--- src/design/eiup_pkg.sv ---
`default_nettype none

package eiup_pkg;

  // sizing
  localparam int MAX_LAYERS      = 4;
  localparam int MAX_FRAME_BYTES = 2048;
  localparam int IDEAL_LAYERS    = 4;
  localparam int POS_W           = $clog2(MAX_FRAME_BYTES + 1);
  localparam int CNT_W           = $clog2(MAX_LAYERS + 1);
  localparam int OFS_W           = 12;
  localparam int KIND_W          = 3;
  localparam int NUM_W           = 2;

  // layer kinds
  localparam logic [KIND_W-1:0] KIND_NONE = 3'd0;
  localparam logic [KIND_W-1:0] KIND_ETH  = 3'd1;
  localparam logic [KIND_W-1:0] KIND_IP   = 3'd2;
  localparam logic [KIND_W-1:0] KIND_UDP  = 3'd3;
  localparam logic [KIND_W-1:0] KIND_DATA = 3'd4;

  // header geometry
  localparam int ETH_HDR_BYTES = 14;
  localparam int IP_MIN_BYTES  = 20;
  localparam int UDP_HDR_BYTES = 8;
  localparam int POS_ET_HI     = 12;
  localparam int POS_ET_LO     = 13;
  localparam int POS_IHL       = 14;
  localparam int POS_PROTO     = 23;
  localparam int UDP_LEN_OFS   = 4;

  localparam logic [15:0] ETHERTYPE_IPV4 = 16'h0800;
  localparam logic [7:0]  PROTO_UDP      = 8'd17;

  // header fields captured over one frame, handed over at its last byte
  typedef struct packed {
    logic [POS_W-1:0] len;
    logic             link;
    logic [15:0]      ethertype;
    logic [3:0]       ihl;
    logic [7:0]       proto;
    logic [15:0]      udp_len;
    logic             overlong;
  } snap_t;

  // one layer of the split
  typedef struct packed {
    logic [KIND_W-1:0] kind;
    logic [POS_W-1:0]  start;
    logic [POS_W-1:0]  stop;
  } layer_t;

endpackage

`default_nettype wire

--- src/design/eiup_capture.sv ---
`default_nettype none

module eiup_capture (
  input  wire logic                 clk,
  input  wire logic                 rst_n,
  input  wire logic                 in_valid,
  output logic                      in_stall,
  input  wire logic [7:0]           in_frame_byte,
  input  wire logic                 in_frame_end,
  input  wire logic                 link_is_ethernet,
  output logic                      snap_valid,
  output eiup_pkg::snap_t           snap,
  input  wire logic                 snap_take
);

  logic [eiup_pkg::POS_W-1:0] pos_r, pos_nxt;
  logic [15:0]                et_r, et_nxt;
  logic [3:0]                 ihl_r, ihl_nxt;
  logic [7:0]                 proto_r, proto_nxt;
  logic [15:0]                ulen_r, ulen_nxt;
  logic                       ovl_r, ovl_nxt;
  logic                       snap_v_r, snap_v_nxt;
  eiup_pkg::snap_t            snap_r, snap_nxt;
  logic [eiup_pkg::POS_W-1:0] udp_at;
  logic                       xfer;
  logic                       frame_done;

  // a last byte waits while the previous frame's fields are still held
  assign in_stall   = in_frame_end && snap_v_r && !snap_take;
  assign xfer       = in_valid && !in_stall;
  assign frame_done = xfer && in_frame_end;

  // offset of the udp length field behind the ip header
  assign udp_at = eiup_pkg::POS_W'(eiup_pkg::ETH_HDR_BYTES + eiup_pkg::UDP_LEN_OFS)
                + eiup_pkg::POS_W'({ihl_r, 2'b00});

  // header field capture per byte
  always_comb begin
    pos_nxt   = pos_r;
    et_nxt    = et_r;
    ihl_nxt   = ihl_r;
    proto_nxt = proto_r;
    ulen_nxt  = ulen_r;
    ovl_nxt   = ovl_r;
    if (xfer) begin
      if (pos_r < eiup_pkg::POS_W'(eiup_pkg::MAX_FRAME_BYTES)) begin
        if (pos_r == eiup_pkg::POS_W'(eiup_pkg::POS_ET_HI)) begin
          et_nxt[15:8] = in_frame_byte;
        end else if (pos_r == eiup_pkg::POS_W'(eiup_pkg::POS_ET_LO)) begin
          et_nxt[7:0] = in_frame_byte;
        end else if (pos_r == eiup_pkg::POS_W'(eiup_pkg::POS_IHL)) begin
          ihl_nxt = in_frame_byte[3:0];
        end
        if (pos_r == eiup_pkg::POS_W'(eiup_pkg::POS_PROTO)) begin
          proto_nxt = in_frame_byte;
        end
        if (pos_r > eiup_pkg::POS_W'(eiup_pkg::POS_IHL)) begin
          if (pos_r == udp_at) begin
            ulen_nxt[15:8] = in_frame_byte;
          end else if (pos_r == udp_at + eiup_pkg::POS_W'(1)) begin
            ulen_nxt[7:0] = in_frame_byte;
          end
        end
        pos_nxt = pos_r + eiup_pkg::POS_W'(1);
      end else begin
        ovl_nxt = 1'b1;
      end
    end

    snap_nxt.len       = pos_nxt;
    snap_nxt.link      = link_is_ethernet;
    snap_nxt.ethertype = et_nxt;
    snap_nxt.ihl       = ihl_nxt;
    snap_nxt.proto     = proto_nxt;
    snap_nxt.udp_len   = ulen_nxt;
    snap_nxt.overlong  = ovl_nxt;

    // fresh state for the next frame
    if (frame_done) begin
      pos_nxt   = '0;
      et_nxt    = '0;
      ihl_nxt   = '0;
      proto_nxt = '0;
      ulen_nxt  = '0;
      ovl_nxt   = 1'b0;
    end

    snap_v_nxt = frame_done || (snap_v_r && !snap_take);
  end

  // per-frame state
  always_ff @(posedge clk) begin
    if (!rst_n) begin
      pos_r    <= '0;
      et_r     <= '0;
      ihl_r    <= '0;
      proto_r  <= '0;
      ulen_r   <= '0;
      ovl_r    <= 1'b0;
      snap_v_r <= 1'b0;
    end else begin
      pos_r    <= pos_nxt;
      et_r     <= et_nxt;
      ihl_r    <= ihl_nxt;
      proto_r  <= proto_nxt;
      ulen_r   <= ulen_nxt;
      ovl_r    <= ovl_nxt;
      snap_v_r <= snap_v_nxt;
    end
  end

  // finished frame fields
  always_ff @(posedge clk) begin
    if (frame_done) begin
      snap_r <= snap_nxt;
    end
  end

  assign snap_valid = snap_v_r;
  assign snap       = snap_r;

endmodule

`default_nettype wire

--- src/design/eiup_emit.sv ---
`default_nettype none

module eiup_emit (
  input  wire logic                          clk,
  input  wire logic                          rst_n,
  input  wire logic                          snap_valid,
  input  wire eiup_pkg::snap_t               snap,
  output logic                               snap_take,
  output logic                               out_valid,
  input  wire logic                          out_stall,
  output logic [eiup_pkg::NUM_W-1:0]         out_layer_number,
  output logic [eiup_pkg::KIND_W-1:0]        out_layer_kind,
  output logic [eiup_pkg::OFS_W-1:0]         out_layer_start,
  output logic [eiup_pkg::OFS_W-1:0]         out_layer_stop,
  output logic                               out_frame_ok,
  output logic                               out_final_layer
);

  eiup_pkg::layer_t            list_r [eiup_pkg::MAX_LAYERS];
  eiup_pkg::layer_t            list_nxt [eiup_pkg::MAX_LAYERS];
  eiup_pkg::layer_t            ideal [eiup_pkg::IDEAL_LAYERS];
  logic [eiup_pkg::CNT_W-1:0]  rem_r, rem_nxt;
  logic [eiup_pkg::NUM_W-1:0]  num_r, num_nxt;
  logic                        ok_r, ok_nxt;
  logic [2:0]                  n_ideal;
  logic                        ok_ideal;
  logic [eiup_pkg::CNT_W-1:0]  cnt;
  logic [eiup_pkg::POS_W-1:0]  len;
  logic [eiup_pkg::POS_W-1:0]  ip_end;
  logic [eiup_pkg::POS_W-1:0]  udp_end;
  logic [eiup_pkg::POS_W-1:0]  udp_rem;
  logic                        xfer;
  logic                        last;

  assign out_valid = (rem_r != '0);
  assign xfer      = out_valid && !out_stall;
  assign last      = (rem_r == eiup_pkg::CNT_W'(1));
  assign snap_take = snap_valid && (!out_valid || (xfer && last));

  assign len     = snap.len;
  assign ip_end  = eiup_pkg::POS_W'(eiup_pkg::ETH_HDR_BYTES)
                 + eiup_pkg::POS_W'({snap.ihl, 2'b00});
  assign udp_end = ip_end + eiup_pkg::POS_W'(eiup_pkg::UDP_HDR_BYTES);
  assign udp_rem = len - ip_end;

  // layer split of the held frame
  always_comb begin
    for (int i = 0; i < eiup_pkg::IDEAL_LAYERS; i++) begin
      ideal[i] = '{kind: eiup_pkg::KIND_NONE, start: '0, stop: '0};
    end
    n_ideal  = 3'd0;
    ok_ideal = 1'b0;
    if (!snap.link) begin
      ideal[0] = '{kind: eiup_pkg::KIND_DATA, start: '0, stop: len};
      n_ideal  = 3'd1;
      ok_ideal = 1'b1;
    end else if (len >= eiup_pkg::POS_W'(eiup_pkg::ETH_HDR_BYTES)) begin
      ideal[0] = '{kind: eiup_pkg::KIND_ETH, start: '0,
                   stop: eiup_pkg::POS_W'(eiup_pkg::ETH_HDR_BYTES)};
      if (snap.ethertype != eiup_pkg::ETHERTYPE_IPV4) begin
        ideal[1] = '{kind: eiup_pkg::KIND_DATA,
                     start: eiup_pkg::POS_W'(eiup_pkg::ETH_HDR_BYTES), stop: len};
        n_ideal  = 3'd2;
        ok_ideal = 1'b1;
      end else if (len < eiup_pkg::POS_W'(eiup_pkg::ETH_HDR_BYTES + eiup_pkg::IP_MIN_BYTES)
                   || len < ip_end) begin
        n_ideal = 3'd1;
      end else begin
        ideal[1] = '{kind: eiup_pkg::KIND_IP,
                     start: eiup_pkg::POS_W'(eiup_pkg::ETH_HDR_BYTES), stop: ip_end};
        if (snap.proto != eiup_pkg::PROTO_UDP) begin
          ideal[2] = '{kind: eiup_pkg::KIND_DATA, start: ip_end, stop: len};
          n_ideal  = 3'd3;
          ok_ideal = 1'b1;
        end else if (udp_rem < eiup_pkg::POS_W'(eiup_pkg::UDP_HDR_BYTES)
                     || 16'(udp_rem) != snap.udp_len) begin
          n_ideal = 3'd2;
        end else begin
          ideal[2] = '{kind: eiup_pkg::KIND_UDP, start: ip_end, stop: udp_end};
          ideal[3] = '{kind: eiup_pkg::KIND_DATA, start: udp_end, stop: len};
          n_ideal  = 3'd4;
          ok_ideal = 1'b1;
        end
      end
    end
  end

  // layers beyond the list depth are dropped and fail the frame
  assign cnt = (n_ideal > 3'(eiup_pkg::MAX_LAYERS)) ? eiup_pkg::CNT_W'(eiup_pkg::MAX_LAYERS)
                                                    : eiup_pkg::CNT_W'(n_ideal);

  // layer list: load a frame, shift one layer out per transfer
  always_comb begin
    list_nxt = list_r;
    rem_nxt  = rem_r;
    num_nxt  = num_r;
    ok_nxt   = ok_r;
    if (snap_take) begin
      for (int i = 0; i < eiup_pkg::MAX_LAYERS; i++) begin
        list_nxt[i] = ideal[i];
      end
      num_nxt = '0;
      if (cnt == '0) begin
        rem_nxt = eiup_pkg::CNT_W'(1);
        ok_nxt  = 1'b0;
      end else begin
        rem_nxt = cnt;
        ok_nxt  = ok_ideal && (n_ideal <= 3'(eiup_pkg::MAX_LAYERS)) && !snap.overlong;
      end
    end else if (xfer) begin
      for (int i = 0; i < eiup_pkg::MAX_LAYERS - 1; i++) begin
        list_nxt[i] = list_r[i+1];
      end
      rem_nxt = rem_r - eiup_pkg::CNT_W'(1);
      num_nxt = num_r + eiup_pkg::NUM_W'(1);
    end
  end

  // result control
  always_ff @(posedge clk) begin
    if (!rst_n) begin
      rem_r <= '0;
      num_r <= '0;
    end else begin
      rem_r <= rem_nxt;
      num_r <= num_nxt;
    end
  end

  // result payload
  always_ff @(posedge clk) begin
    list_r <= list_nxt;
    ok_r   <= ok_nxt;
  end

  assign out_layer_number = num_r;
  assign out_layer_kind   = list_r[0].kind;
  assign out_layer_start  = list_r[0].start[eiup_pkg::OFS_W-1:0];
  assign out_layer_stop   = list_r[0].stop[eiup_pkg::OFS_W-1:0];
  assign out_frame_ok     = ok_r;
  assign out_final_layer  = last;

`ifndef ASSERT_OFF
  a_rem_bound: assert property (@(posedge clk) disable iff (!rst_n)
    rem_r <= eiup_pkg::CNT_W'(eiup_pkg::MAX_LAYERS))
    else $error("layer count beyond list depth");

  a_take_needs_snap: assert property (@(posedge clk) disable iff (!rst_n)
    snap_take |-> snap_valid)
    else $error("frame taken without held fields");

  a_none_result: assert property (@(posedge clk) disable iff (!rst_n)
    out_valid && out_layer_kind == eiup_pkg::KIND_NONE
      |-> !out_frame_ok && out_final_layer && out_layer_number == '0)
    else $error("empty-frame result malformed");

  a_drain_ends: assert property (@(posedge clk) disable iff (!rst_n)
    xfer && last && !snap_take |=> !out_valid)
    else $error("results continue after final layer");

  a_number_steps: assert property (@(posedge clk) disable iff (!rst_n)
    xfer && !last |=> out_valid && out_layer_number == $past(out_layer_number) + 2'd1)
    else $error("layer number did not advance");
`endif

endmodule

`default_nettype wire

--- src/design/eth_ip_udp_layer_parser.sv ---
`default_nettype none

// channel   direction  handshake           payload
// in_       input      in_valid/in_stall    in_frame_byte, in_frame_end
// out_      output     out_valid/out_stall  out_layer_number/kind/start/stop,
//                                           out_frame_ok, out_final_layer
// cfg_      input      cfg_we               cfg_wdata (link_is_ethernet)
//
// one frame byte is taken every cycle unless in_stall holds it; header fields are captured on the fly
// the first layer result of a frame passes the captured fields register and then the layer list register,
// then one layer per cycle while out_stall is low, up to four per frame from the layer list register
// a last byte stalls only while the previous frame's fields still wait, i.e.
// while the list drains under output stalls or outlasts a shorter next frame
// reset is synchronous, active low; link_is_ethernet comes up as 1

module eth_ip_udp_layer_parser (
  input  wire logic                          clk,
  input  wire logic                          rst_n,
  input  wire logic                          in_valid,
  output logic                               in_stall,
  input  wire logic [7:0]                    in_frame_byte,
  input  wire logic                          in_frame_end,
  output logic                               out_valid,
  input  wire logic                          out_stall,
  output logic [eiup_pkg::NUM_W-1:0]         out_layer_number,
  output logic [eiup_pkg::KIND_W-1:0]        out_layer_kind,
  output logic [eiup_pkg::OFS_W-1:0]         out_layer_start,
  output logic [eiup_pkg::OFS_W-1:0]         out_layer_stop,
  output logic                               out_frame_ok,
  output logic                               out_final_layer,
  input  wire logic                          cfg_we,
  input  wire logic                          cfg_wdata
);

  logic            link_r;
  logic            snap_valid;
  logic            snap_take;
  eiup_pkg::snap_t snap;

  // link type register
  always_ff @(posedge clk) begin
    if (!rst_n) begin
      link_r <= 1'b1;
    end else if (cfg_we) begin
      link_r <= cfg_wdata;
    end
  end

  // byte tracking and header capture
  eiup_capture u_capture (
    .clk              (clk),
    .rst_n            (rst_n),
    .in_valid         (in_valid),
    .in_stall         (in_stall),
    .in_frame_byte    (in_frame_byte),
    .in_frame_end     (in_frame_end),
    .link_is_ethernet (link_r),
    .snap_valid       (snap_valid),
    .snap             (snap),
    .snap_take        (snap_take)
  );

  // layer split and result output
  eiup_emit u_emit (
    .clk              (clk),
    .rst_n            (rst_n),
    .snap_valid       (snap_valid),
    .snap             (snap),
    .snap_take        (snap_take),
    .out_valid        (out_valid),
    .out_stall        (out_stall),
    .out_layer_number (out_layer_number),
    .out_layer_kind   (out_layer_kind),
    .out_layer_start  (out_layer_start),
    .out_layer_stop   (out_layer_stop),
    .out_frame_ok     (out_frame_ok),
    .out_final_layer  (out_final_layer)
  );

endmodule

`default_nettype wire
--- config.mk ---
export PLATFORM = sky130hd
export DESIGN_NAME = eth_ip_udp_layer_parser
export DESIGN_NICKNAME = d
export VERILOG_FILES = /design/src/design/eiup_pkg.sv /design/src/design/eiup_capture.sv /design/src/design/eiup_emit.sv /design/src/design/eth_ip_udp_layer_parser.sv
export SDC_FILE = /design/constraint.sdc
export NUM_CORES = 1
export LEC_CHECK = 0
export BUFFER_PORTS_ARGS = -buffer_cell sky130_fd_sc_hd__buf_2
export CAP_MARGIN = 30
export CORE_ASPECT_RATIO = 1.75
export CORE_MARGIN = 5
export CORE_UTILIZATION = 55
export DETAILED_ROUTE_END_ITERATION = 10
export GPL_TIMING_DRIVEN = 0
export PLACE_DENSITY = 0.76
export SETUP_SLACK_MARGIN = 0.5
export SLEW_MARGIN = 20
export SYNTH_ARGS = -nofsm -noshare
export SYNTH_HDL_FRONTEND = slang
export SYNTH_SLANG_ARGS = --single-unit
--- constraint.sdc ---
create_clock -name clk -period 3.7 [get_ports clk]
set_input_delay 0.37 -clock clk [delete_from_list [all_inputs] [get_ports clk]]
set_output_delay 0.37 -clock clk [all_outputs]
set_load 0.02 [all_outputs]
== Yosys cells after proc, flatten, opt, wreduce, memory -nomap -nowiden ==
Index checks and enable logic that the tools add are counted.

* Eq/ne operators: 10
* Add/subtract/negate cells: 8
* Reduce and logical (&&, ||, !) cells: 25
* Multiplexer cells: 55
* $lt $le $gt $ge: 8
* Bitwise logic cells: 3

{| class="wikitable"
|+ Operator list
! operator !! count
|-
| $mux 54 || 6
|-
| $mux 81 || 3
|-
| $mux 27 || 4
|-
| $mux 106 || 1
|-
| $mux 16 || 5
|-
| $mux 80 || 1
|-
| $mux 8 || 9
|-
| $mux 53 || 1
|-
| $eq 12x4->1 const B || 3
|-
| $mux 3 || 10
|-
| $add 12x1->12 const B || 2
|-
| $eq 12x12->1 || 2
|-
| $mux 12 || 2
|-
| $mux 4 || 5
|-
| $ne 12x16->1 || 1
|-
| $ne 16x12->1 const B || 1
|-
| $add 12x4->12 const B || 1
|-
| $eq 12x5->1 const B || 1
|-
| $ge 12x4->1 const B || 1
|-
| $gt 12x4->1 const B || 1
|-
| $lt 12x12->1 || 1
|-
| $lt 12x12->1 const B || 1
|-
| $lt 12x4->1 const B || 1
|-
| $lt 12x6->1 const B || 1
|-
| other kinds (19) || 45
|}

* Input bits: 15
* Output and inout bits: 33
* Bits in registers: 231

== Logic depth before layout (Yosys ltp) ==
Gate-level depths: netlist of the first run.

* Word-level depth: 16
* Mapped depth: 14
* Gate-level depth less buffers: 12

== Hierarchy ==
From an unflattened synthesis of the first run, not the netlist that was laid out.

* Cells, all modules: 908
* Area total of the unflattened synthesis: 10133.5 um2

{| class="wikitable"
|+ By module, submodules not included
! module !! instances !! cells each !! area each (um2) !! seq. area each (um2)
|-
| eiup_emit || 1 || 483 || 5316.3 || 2652.5
|-
| eiup_capture || 1 || 422 || 4783.3 || 2902.8
|-
| eth_ip_udp_layer_parser || 1 || 3 || 33.8 || 20.0
|}

== Worst setup path after synthesis of the first run ==
No wires, ideal clock.

* Path type: register to register
* From: reg u_capture.snap_r (netlist bit u_capture.snap[25])
* To: reg u_emit.list_r[52] in the netlist's numbering (data pin)
* Slack: -0.340 ns
* Cell stages (with the launch flop): 15
* Setup time: 0.134 ns
* Required time: 3.566 ns
* Buffers on the path: 2
* Arrival: 3.905 ns
* Cell sequence: edfxtp_1 -> inv_1 -> ha_1 -> xor2_1 -> ha_1 -> buf_2 -> o21a_1 -> a211o_1 -> a311o_1 -> xnor2_1 -> mux2_2 -> or4_4 -> a2111oi_4 -> buf_6 -> and2_1

* Word-level cells in the longest chain between the ends: 16

{| class="wikitable"
|+ Ends and longest elaborated chain
! item !! line !! RTL
|-
| from (decl) || eiup_capture.sv:23 || <nowiki>eiup_pkg::snap_t snap_r, snap_nxt;</nowiki>
|-
| from (signal assigned) || eiup_capture.sv:115 || <nowiki>snap_r <= snap_nxt;</nowiki>
|-
| $add 4x6->7 (*) || eiup_emit.sv:42 || <nowiki>+ eiup_pkg::POS_W'({snap.ihl, 2'b00});</nowiki>
|-
| $sub 12x12->12 || eiup_emit.sv:44 || <nowiki>assign udp_rem = len - ip_end;</nowiki>
|-
| $lt 12x4->1 / $ne 12x16->1 (equally long branches) || eiup_emit.sv:75, eiup_emit.sv:76 ||
|-
| $logic_or 1x1->1 || eiup_emit.sv:76 || <nowiki>|| 16'(udp_rem) != snap.udp_len) begin</nowiki>
|-
| $mux 53 || eiup_emit.sv:75 || <nowiki>end else if (udp_rem < eiup_pkg::POS_W'(eiup_pkg::UDP_HDR_BYTES)</nowiki>
|-
| $mux 54 || eiup_emit.sv:71 || <nowiki>if (snap.proto != eiup_pkg::PROTO_UDP) begin</nowiki>
|-
| $mux 54 || eiup_emit.sv:65 || <nowiki>end else if (len < eiup_pkg::POS_W'(eiup_pkg::ETH_HDR_BYTES + eiup_pkg::IP_MIN_BYTES)</nowiki>
|-
| $mux 54 || eiup_emit.sv:60 || <nowiki>if (snap.ethertype != eiup_pkg::ETHERTYPE_IPV4) begin</nowiki>
|-
| $mux 54 || eiup_emit.sv:57 || <nowiki>end else if (len >= eiup_pkg::POS_W'(eiup_pkg::ETH_HDR_BYTES)) begin</nowiki>
|-
| $mux 54 || eiup_emit.sv:53 || <nowiki>if (!snap.link) begin</nowiki>
|-
| $mux 27 || eiup_emit.sv:71 ||
|-
| $mux 80 (*) || eiup_emit.sv:65 ||
|-
| $mux 54 (*) || eiup_emit.sv:60 ||
|-
| $mux 106 (*) || eiup_emit.sv:57 ||
|-
| $mux 81 (*) || eiup_emit.sv:53 ||
|-
| $mux 81 (*) || eiup_emit.sv:98 || <nowiki>if (snap_take) begin</nowiki>
|-
| to (signal assigned) || eiup_emit.sv:132 || <nowiki>list_r <= list_nxt;</nowiki>
|-
| to (decl) || eiup_emit.sv:19 || <nowiki>eiup_pkg::layer_t list_r [eiup_pkg::MAX_LAYERS];</nowiki>
|}

Every way passes the cells marked *; elsewhere a longest branch is shown, timed or not. The select of a mux whose other input is x is not followed.
A chain may end at the register's enable or synchronous reset.

== Worst setup path after layout of the first run ==
* From: reg u_capture.snap_r (netlist bit u_capture.snap[25])
* To: reg u_emit.list_r[19] in the netlist's numbering (data pin)

* Word-level cells in the longest chain between the ends: 10

{| class="wikitable"
|+ Ends and longest elaborated chain
! item !! line
|-
| $add 4x6->7 (*) || eiup_emit.sv:42
|-
| $sub 12x12->12 || eiup_emit.sv:44
|-
| $lt 12x4->1 / $ne 12x16->1 (equally long branches) || eiup_emit.sv:75, eiup_emit.sv:76
|-
| $logic_or 1x1->1 || eiup_emit.sv:76
|-
| $mux 53 || eiup_emit.sv:75
|-
| $mux 54 || eiup_emit.sv:71
|-
| $mux 54 || eiup_emit.sv:65
|-
| $mux 54 || eiup_emit.sv:60
|-
| $mux 54 || eiup_emit.sv:57
|-
| $mux 54 || eiup_emit.sv:53
|}

Marks and branches as above.

==> results of run 1 <==
==> cell usage after synthesis, types with 9 or more instances <==
library cell,number,area (um^2)
edfxtp_1,143,4290
dfxtp_1,64,1280
nand2_1,55,206
nor2b_1,55,344
mux2_2,46,518
and2_1,32,200
buf_4,27,203
o21ai_0,26,130
clkbuf_1,25,93.8
inv_1,24,90.1
nor2_1,24,90.1
xnor2_1,20,175
and3_1,15,93.8
ha_1,15,188
xor2_1,15,131
a22oi_1,13,97.6
a22o_1,11,96.3
a21oi_1,10,50.1
nor4_1,9,56.3
==> routing by layer <==
metal | wire length [um] | part of all wire [%] | global-route usage [%]
met5 | 0 | 0 | 0
met4 | 1490 | 6.8 | 15.6
met3 | 934 | 4.3 | 2.27
met2 | 12300 | 57 | 40.8
met1 | 7040 | 32 | 21.5
==> state kept, by name, indices dropped and copies added, names as in the netlist <==
register                 cells
link_r                       1
u_emit.out_frame_ok          1
u_capture.et_r              16
u_capture.ulen_r            16
u_capture.ovl_r              1
u_emit.list_r               62
u_emit.out_layer_number      2
u_emit.out_layer_stop       12
u_emit.rem_r                 3
u_emit.out_layer_kind        3
u_capture.pos_r             12
u_capture.proto_r            8
u_emit.out_layer_start       7
u_capture.ihl_r              4
u_capture.snap_valid         1
u_capture.snap              58
==> where the power goes <==
part	leakage, nW	switching (mW)	internal, mW
registers	1.88	0.140	3.08
logic	2.20	0.927	0.648
clock network	0.308	0.804	1.19
total	4.39	1.87	4.91
==> worst max-delay path: cells and delay by family (launching register included) <==
family                   cells  cell delay (ns)
multiplexers                 1             0.32
flip-flops                   1             0.51
AO/OA/AOI/OAI                4             1.07
XOR/XNOR                     2             0.37
AND/OR/NAND/NOR              2             0.65
adder cells (fa/ha/maj)      2             0.41
buffers and inverters        4             0.59
==> final cells by class <==
| class | instances | area (um^2) |
|---|---|---|
| Buffer | 62 | 377 |
| Clock buffer | 27 | 557 |
| Clock inverter | 6 | 80.1 |
| Fill cell | 1200 | 5550 |
| Inverter | 24 | 96.3 |
| Multi-Input combinational cell | 464 | 3680 |
| Sequential cell | 207 | 5580 |
| Tap cell | 227 | 284 |
| Timing Repair Buffer | 78 | 586 |
| Timing Repair inverter | 1 | 5.00 |
==> logic make-up (layout without fill, tap and decap cells) <==
| group | Yosys count | count (layout) | synth area share [%] |
|---|---|---|---|
| adders and majority gates | 16 | 16 | 2.23 |
| other | 1 | 5 | 0.0403 |
| buffers and inverters | 86 | 198 | 4.77 |
| xor gates and xnor gates | 36 | 36 | 3.55 |
| AOI/OAI and AO/OA | 115 | 115 | 9.04 |
| and+or+nand+nor | 243 | 243 | 14.6 |
| muxes | 49 | 49 | 5.89 |
| DFF | 207 | 207 | 59.9 |
==> cells in the final DEF, fill, tap and decap left out, types with 7 or more instances in the layout <==
master,netlist,routed
dfxtp_1,64,64
nand2_1,55,54
xnor2_1,20,17
inv_1,24,21
nor2_1,24,23
nor4_1,9,7
and2_1,32,22
xor2_1,15,13
o31ai_1,7,7
mux2_2,46,45
buf_4,27,41
o21ai_2,0,12
a22o_1,11,11
a22oi_1,13,13
nand2b_1,8,7
clkbuf_1,25,26
and2_4,0,10
nor2b_1,55,55
o21ai_0,26,15
clkbuf_16,0,20
and3_1,15,14
buf_6,2,21
buf_2,3,45
nand4_1,7,7
ha_1,15,11
a21o_1,8,8
edfxtp_1,143,143
==> path summary, 6_finish.rpt <==
kind | slack, ns | to
setup / recovery | -0.36 | u_emit.list_r[19]
hold / removal | 0.11 | link_r
setup reg to reg | -0.36 | u_emit.list_r[19]
hold reg to reg | 0.46 | u_capture.snap[45]
==> through the flow <==
| step | TNS (ns) | instance area (um^2) |
|---|---|---|
| final | -10.0 | 11200 |
| after global routing | -12.79 | 11200 |
| after CTS | -5.81 | 11000 |
| after global placement | -26.51 | 9870 |
| after detailed placement | -28.61 | 9910 |
| after floorplan | -0.302 | 9380 |
==> what timing repair did <==
item                       CTS  global route
gates resized for setup     55            51
gates cloned                 4             0
setup endpoints to repair   75            82
pin swaps                   20            20
setup buffers               22             9
==> flow_summary.json, run 1 <==
{
  "rsz0062_at_grt": "true",
  "finalHoldViolations": 0,
  "synth_seq_area_share_pct": 59.9,
  "fmax_mhz": 246,
  "synth_cell_types": 71,
  "wl_per_cell_um": 19.9,
  "yosys_register_bits": 207,
  "fin_crit_sh_pct": 110,
  "nNetsFinal": 888,
  "post-route-util_pct": 67.0,
  "grt_pass1_wl_um": 33300,
  "die_h_um": 182,
  "drive_above_1_share_pct": 29.6,
  "firstDrtPassIters": 5,
  "start_util_pct": 55.4,
  "cp_data_required_time_ns": 4.04,
  "ir_drop_v": 0.000378,
  "netlist_area_mm2": 0.00931,
  "worst_setup_path_end_kind": "register",
  "synth-edff-count": 143,
  "top_level_ports": 48,
  "final_cells": 1096,
  "worst_path_largest_cell_delay_ns": 0.51,
  "gr-total-overflow": 0,
  "cts_inserted_buffers": 19,
  "rows": 63,
  "clock-sinks": 207,
  "power.density_mw_per_mm2": 603,
  "cp_max_fo": 5,
  "cpMostUsedCell": "buf_6",
  "num_antenna_cells": 0,
  "critPathLaunch": "u_capture.snap[25]",
  "maxCapViolCount": 0,
  "placedCellCount": 1028,
  "hold_depth": 3,
  "postSynthAreaPerCell_um2": 12.4,
  "cts_tree": "yes",
  "clock_path_buffers": 3,
  "path_class": "register to register",
  "ys_async_sr_fraction_pct": 0,
  "relSlewSlack_pct": 51.2,
  "antenna_found_initial": 0,
  "worstSkewPairLatency_ns": 0.48,
  "path_clk_slew_ns": 0.06,
  "hp-class": "primary input to register",
  "critPathSlowestCell": "edfxtp_1",
  "grt_max_degree": 59,
  "ys.flop_type": "edfxtp_1",
  "dp_hpwl_um": 14400,
  "r2r-start": "u_capture.snap[25]",
  "finClkSkew_ns": 0.00919,
  "hold_ws_ns": 0.105,
  "grt_pass1_vias": 6516,
  "maxSlewViolCount": 0,
  "startpoint_type": "register",
  "portBuffers": 42,
  "fp.coreArea_mm2": 0.0168,
  "worstPathCellList": "inv_2 -> ha_4 -> xor2_4 -> ha_4 -> buf_6 -> o21a_1 -> a211o_1 -> a311o_1 -> xnor2_2 -> mux2_4 -> or4_4 -> a2111oi_4 -> buf_6 -> buf_6 -> and2b_1",
  "cts-htree-levels": 1,
  "cts_hold_buf": 0,
  "drt_iter0_drc": 403,
  "crit_arrival_ns": 4.40,
  "ff2ff_path_depth": 15,
  "grt_use_total_pct": 21.7,
  "avgViaCountPerCell": 5.67,
  "num_vias": 6219,
  "drc": 0,
  "dieWidth_um": 108,
  "post-route-min-period_ns": 4.06,
  "globalplace.congestion": 0.867,
  "violations": "setup timing",
  "ys.warnings.count": 0,
  "p_total_mw": 6.78,
  "wl_um": 21800,
  "ctsRootBufferMaster": "clkbuf_16",
  "min-delay-start": "cfg_wdata",
  "area_growth_pct": 20.8,
  "layout_setup_ws_ns": -0.362,
  "ant_nets": 0,
  "status": "finished, violations left",
  "detailedPlace.worstSlack_ns": -1.11,
  "setup_violations": 36,
  "worst_pin_slew_ns": 0.732,
  "dieArea_mm2": 0.0197,
  "total_leakage_power_nw": 4.39,
  "postSynthCellCount": 753
}
Power figures use the tool's default switching activity.
==> run 2, diff against run 1 <==
--- a/config.mk
+++ b/config.mk
@@ -9,10 +9,11 @@
 export CAP_MARGIN = 30
 export CORE_ASPECT_RATIO = 1.75
 export CORE_MARGIN = 5
-export CORE_UTILIZATION = 55
+export CORE_UTILIZATION = 61
 export DETAILED_ROUTE_END_ITERATION = 10
 export GPL_TIMING_DRIVEN = 0
-export PLACE_DENSITY = 0.76
+export PLACE_DENSITY = 0.79
+export RECOVER_POWER = 25
 export SETUP_SLACK_MARGIN = 0.5
 export SLEW_MARGIN = 20
 export SYNTH_ARGS = -nofsm -noshare
==> constraint.sdc (replaced) <==
create_clock -name clk -period 3.76 [get_ports clk]
set_input_delay 0.376 -clock clk [delete_from_list [all_inputs] [get_ports clk]]
set_output_delay 0.376 -clock clk [all_outputs]
set_load 0.02 [all_outputs]
==> run 2 against run 1 <==
- the flow still finishes with violations (setup timing)
- non-clock buffer count grew 3
- utilization grew 7.2 points
- combinational power shrank 6%
- routed wire length shrank 1.2%
- clock power shrank 6%
- clock-buffer cell count shrank 1
- via count grew 1.1%
==> flow_summary.json, run 2 (synthesis gave the netlist of run 1 again) <==
{
  "fmax_mhz": 252,
  "hold_end": "link_r",
  "drt_iter0_drc": 433,
  "antenna_found_initial": 0,
  "total_leakage_power_nw": 4.28,
  "crit_arrival_ns": 4.33,
  "globalplace.congestion": 0.944,
  "clock_path_buffers": 3,
  "path_clk_slew_ns": 0.06,
  "area_growth_pct": 18.8,
  "r2r-start": "u_capture.snap[25]",
  "fin_crit_sh_pct": 106,
  "worst_pin_slew_ns": 1.22,
  "relSlewSlack_pct": 18.7,
  "finClkSkew_ns": 0.0184,
  "power.density_mw_per_mm2": 590,
  "hp-class": "primary input to register",
  "dr_wl_met2_um": 11900,
  "wl_met1_um": 7140,
  "worstSkewPairLatency_ns": 0.49,
  "die_h_um": 173,
  "mostFrequentLayoutCells": "edfxtp_1 (143), dfxtp_1 (64), nor2b_1 (55), clkbuf_1 (55), nand2_1 (54)",
  "rows": 59,
  "wl_um": 21500,
  "ff2ff_path_depth": 14,
  "power_switching_share_pct": 28.2,
  "ir_drop_v": 0.000432,
  "postPlaceCellArea_mm2": 0.00986,
  "design_area_mm2": 0.0111,
  "p_total_mw": 6.53,
  "firstDrtPassIters": 7,
  "cts_inserted_buffers": 19,
  "cts_hold_buf": 0,
  "power.internal_mw": 4.69,
  "grt_pass1_wl_um": 33300,
  "violations": "setup timing",
  "portBuffers": 42,
  "largest_reg_flops": 62,
  "rr_endpoint": "u_emit.list_r[3]",
  "dieWidth_um": 103,
  "num_antenna_cells": 0,
  "p_clk_share_pct": 28.8,
  "status": "finished, violations left",
  "min-delay-start": "cfg_wdata",
  "start_util_pct": 62.4,
  "cp_data_required_time_ns": 4.12,
  "path_class": "register to register",
  "maxSlewViolCount": 0,
  "grt_max_degree": 59,
  "rsz0062_at_grt": "true",
  "ctsRootBufferMaster": "clkbuf_16",
  "highest_layer": "met4",
  "avgViaCountPerCell": 5.96,
  "hold_depth": 3,
  "fp.coreArea_mm2": 0.0149,
  "layout_setup_ws_ns": -0.209,
  "worst_setup_path_end_kind": "register",
  "cts-htree-levels": 1,
  "gr-total-overflow": 0,
  "wl_per_cell_um": 20.4,
  "post-route-min-period_ns": 3.97,
  "largest_register": "u_emit.list_r",
  "cp_max_fo": 10,
  "drive_above_1_share_pct": 25.1,
  "power.switching_mw": 1.84,
  "setup_violations": 30,
  "p_comb_share_pct": 22.6,
  "top_level_ports": 48,
  "dieArea_mm2": 0.0179,
  "wl_met3_um": 1010,
  "grt_pass1_vias": 6489,
  "finalHoldViolations": 0,
  "nNetsFinal": 891,
  "drc": 0,
  "dp_hpwl_um": 14200,
  "clock-sinks": 207,
  "startpoint_type": "register",
  "num_vias": 6287,
  "maxCapViolCount": 0,
  "ant_nets": 0,
  "cts_tree": "yes",
  "sequentialPowerShare_pct": 48.6,
  "final_common_cell": "edfxtp_1",
  "detailedPlace.worstSlack_ns": -0.958,
  "reg2reg_slack_ns": -0.21,
  "grt_use_total_pct": 24.2
}
[run 2: cell types whose count changed in the layout (fill, tap and decap cells not counted), sizes merged]
cell	delta
bufinv	-2
clkinvlp	-1
clkbuf	+29
clkdlybuf4s18	-1
buf	-26
inv	+1
clkinv	+3
[run 2: worst max path at each step]
| stage | slack (ns) | cells after the start | to | startpoint |
|---|---|---|---|---|
| after global placement | -0.86 | 11 | u_emit.list_r[42] | u_capture.snap[25] |
| after detailed placement | -0.96 | 11 | u_emit.list_r[42] | u_capture.snap[25] |
| after floorplan | 0.04 | 14 | u_emit.list_r[52] | u_capture.snap[25] |
| final | -0.21 | 14 | u_emit.list_r[3] | u_capture.snap[25] |
| after CTS | -0.16 | 15 | u_emit.list_r[16] | u_capture.snap[25] |
| after global routing | -0.31 | 15 | u_emit.list_r[3] | u_capture.snap[25] |
[run 2: power by group through the flow]
stage	clock [mW]	sequential, mW	combinational [mW]
after global routing	2.01	3.21	1.61
after CTS	1.90	3.17	1.49
final	1.88	3.17	1.48
after global placement	0	3.21	1.32
after detailed placement	0	3.22	1.42
after floorplan	0	3.19	1.02
[run 2: layout make-up]
class / instances / area (um^2)
flip-flops and latches: 207 / 5580
clock buffers: 26 / 574
fillers: 949 / 3860
inverters: 24 / 91.3
plain buffers: 62 / 375
repair inverters: 1 / 5.00
repair buffers: 81 / 541
multi-input cells: 464 / 3620
clock inverters: 7 / 38.8
well taps: 183 / 229
[run 2: what timing repair did]
item                       4_1_cts  5_1_grt
setup buffers                   26        8
gates resized for setup         59       24
gates cloned                     4        0
setup endpoints to repair       59       72
pin swaps                       19       12
[run 2: layer usage]
| metal | vias to the layer above | track usage, % |
|---|---|---|
| met5 | - | 0 |
| met4 | 0 | 15.8 |
| met3 | 86 | 4.19 |
| met2 | 254 | 43.4 |
| met1 | 3047 | 24.5 |
| li1 | 2900 | - |
[run 2: metrics by stage]
| step | util [%] | TNS (ns) | std cells | hold slack [ns] |
|---|---|---|---|---|
| floorplan | - | 0 | 757 | 0.408 |
| detailed placement | 66.1 | -25.51 | 984 | 0.456 |
| finish | 74.1 | -3.78 | 1055 | 0.123 |
| global placement | 65.8 | -21.45 | 982 | 0.449 |
| global route | 74.1 | -7.08 | 1055 | 0.140 |
| CTS | 73.5 | -2.94 | 1047 | 0.122 |
[run 2: worst max-delay path: stages (launching register included)]
cell	delay (ns)
edfxtp_1	0.48
o21ai_1	0.25
xor2_2	0.20
ha_1	0.25
clkbuf_4	0.19
a21oi_2	0.22
nor2b_1	0.11
or4_1	0.48
a21oi_1	0.26
nand2_1	0.13
or4_4	0.58
a2111oi_4	0.21
buf_6	0.19
buf_6	0.14
and2_4	0.14
==> run 3, diff against run 2 <==
==> constraint.sdc (replaced) <==
create_clock -name clk -period 3.7 [get_ports clk]
set_input_delay 0.37 -clock clk [delete_from_list [all_inputs] [get_ports clk]]
set_output_delay 0.37 -clock clk [all_outputs]
set_load 0.02 [all_outputs]
==> run 3 against run 2 <==
- the flow still finishes with violations (setup timing)
- hold slack worse by 0.018 ns
- routed wire length up 5.7%
- clock skew down 0.0051 ns
- critical endpoint unchanged
- non-clock buffer count up 2
- cell count up 0.19%
- total power up 0.53%
==> flow_summary.json, run 3 (synthesis gave the netlist of run 1 again) <==
{
  "status": "finished, violations left",
  "violations": "setup timing",
  "clock_path_buffers": 3,
  "grt_pass1_wl_um": 34700,
  "relSlewSlack_pct": 16.2,
  "maxSlewViolCount": 0,
  "critPathSlowestCell": "or4_4",
  "critPathBufInv": 4,
  "globalplace.congestion": 0.948,
  "num_antenna_cells": 0,
  "fp.coreArea_mm2": 0.0149,
  "nNetsFinal": 893,
  "die_h_um": 173,
  "setup_violations": 36,
  "dieWidth_um": 103,
  "mostFrequentLayoutCells": "edfxtp_1 (143), dfxtp_1 (64), nor2b_1 (55), clkbuf_1 (55), nand2_1 (54)",
  "cts_tree": "yes",
  "grt_use_total_pct": 25.1,
  "ir_drop_v": 0.000464,
  "grt_max_degree": 66,
  "rows": 59,
  "post-route-util_pct": 74.2,
  "largest_reg_flops": 62,
  "crit_arrival_ns": 4.33,
  "wl_per_cell_um": 21.5,
  "drive_above_1_share_pct": 26.0,
  "post-route-min-period_ns": 3.97,
  "cts-htree-levels": 1,
  "worstSkewPairLatency_ns": 0.50,
  "cpLargestDelayFamily": "compound AO/OA/AOI/OAI gates",
  "rsz0062_at_grt": "true",
  "reg2reg_slack_ns": -0.27,
  "avgViaCountPerCell": 6.09,
  "placedCellCount": 983,
  "clock-sinks": 207,
  "worst_setup_path_end_kind": "register",
  "cpMostUsedCell": "buf_6",
  "antenna_found_initial": 0,
  "final_common_cell": "edfxtp_1",
  "layout_setup_ws_ns": -0.269,
  "path_class": "register to register",
  "worst_pin_slew_ns": 1.26,
  "total_leakage_power_nw": 4.29,
  "drc": 0,
  "dieArea_mm2": 0.0179,
  "drt_iter0_drc": 511,
  "cts_inserted_buffers": 18,
  "power.density_mw_per_mm2": 593,
  "area_growth_pct": 18.9,
  "portBuffers": 42,
  "hp-class": "primary input to register",
  "gr-total-overflow": 0,
  "startpoint_type": "register",
  "worstPathCellList": "inv_2 -> ha_4 -> xor2_4 -> ha_4 -> buf_6 -> o21a_1 -> a211o_1 -> a311o_1 -> xnor2_2 -> mux2_4 -> or4_4 -> a2111oi_4 -> buf_6 -> buf_6 -> and2_1",
  "maxCapViolCount": 0,
  "largest_register": "u_emit.list_r",
  "start_util_pct": 62.4,
  "top_level_ports": 48,
  "fmax_mhz": 252,
  "final_cells": 1057,
  "finalHoldViolations": 0,
  "worst_path_largest_cell_delay_ns": 0.50,
  "grt_pass1_vias": 6703,
  "cp_max_fo": 5,
  "num_vias": 6439,
  "p_total_mw": 6.56,
  "cp_data_required_time_ns": 4.06,
  "finClkSkew_ns": 0.0134,
  "ant_nets": 0,
  "wl_um": 22700,
  "path_clk_slew_ns": 0.07,
  "fin_crit_sh_pct": 107,
  "firstDrtPassIters": 5,
  "ctsRootBufferMaster": "clkbuf_16",
  "dp_hpwl_um": 14100
}
[run 3: changes by cell type in the layout (fill, tap and decap cells not counted), moves of 2 or more]
cell       change
o21ai_1        -4
inv_4          +2
clkbuf_16      -2
buf_4          +2
and2_1         -4
a21oi_2        -2
and2_4         +3
o21ai_2        +3
[run 3: final cells by class]
| type | instances | area [um^2] |
|---|---|---|
| plain buffers | 62 | 377 |
| clock buffers | 25 | 528 |
| clock inverters | 7 | 37.5 |
| fillers | 946 | 3850 |
| inverters | 24 | 93.8 |
| multi-input cells | 465 | 3670 |
| flip-flops and latches | 207 | 5580 |
| well taps | 183 | 229 |
| repair buffers | 83 | 548 |
| repair inverters | 1 | 5.00 |
[run 3: final timing paths]
check | from | endpoint | cells past startpoint
setup / recovery | u_capture.snap[25] | u_emit.list_r[3] | 15
hold / removal | cfg_wdata | link_r | 3
setup reg to reg | u_capture.snap[25] | u_emit.list_r[3] | 15
hold reg to reg | link_r | u_capture.snap[45] | 0
[run 3: timing repair]
item	4_1_cts	5_1_grt
buffers inserted	24	13
hold buffers	0	0
endpoints found under the setup margin	60	157
gates resized for setup	71	25
cloned	4	1
pin swaps	17	12
[run 3: through the flow]
stage / setup slack, ns / cell area (um^2) / setup TNS (ns) / hold WS, ns
2_1_floorplan: -0.0219 / 9380 / -0.302 / 0.408
3_3_place_gp: -0.906 / 9810 / -23.70 / 0.446
3_5_place_dp: -0.841 / 9830 / -23.95 / 0.456
4_1_cts: -0.222 / 10900 / -4.11 / 0.107
5_1_grt: -0.340 / 11100 / -10.14 / 0.126
6_report: -0.269 / 11100 / -7.35 / 0.105
[run 3: worst min-delay path, delay by kind of cell]
kind	cells	cell delay [ns]
muxes	1	0.06
buffers and inverters	1	0.08
and+or+nand+nor	1	0.06
[run 3: per-layer routing]
layer  vias to the layer above  wire, um  global-route usage (%)
li1                       2909         -                       -
met1                      3142      7350                    25.7
met2                       278     12700                    45.8
met3                       110      1080                    3.58
met4                         0      1590                    15.2
met5                         -         0                       0
[run 3: where the power goes]
group          internal [mW]  total (mW)  switching [mW]
combinational          0.578        1.51           0.936
sequential              3.08        3.23           0.145
clock                   1.00        1.82           0.817
total                   4.66        6.56            1.90
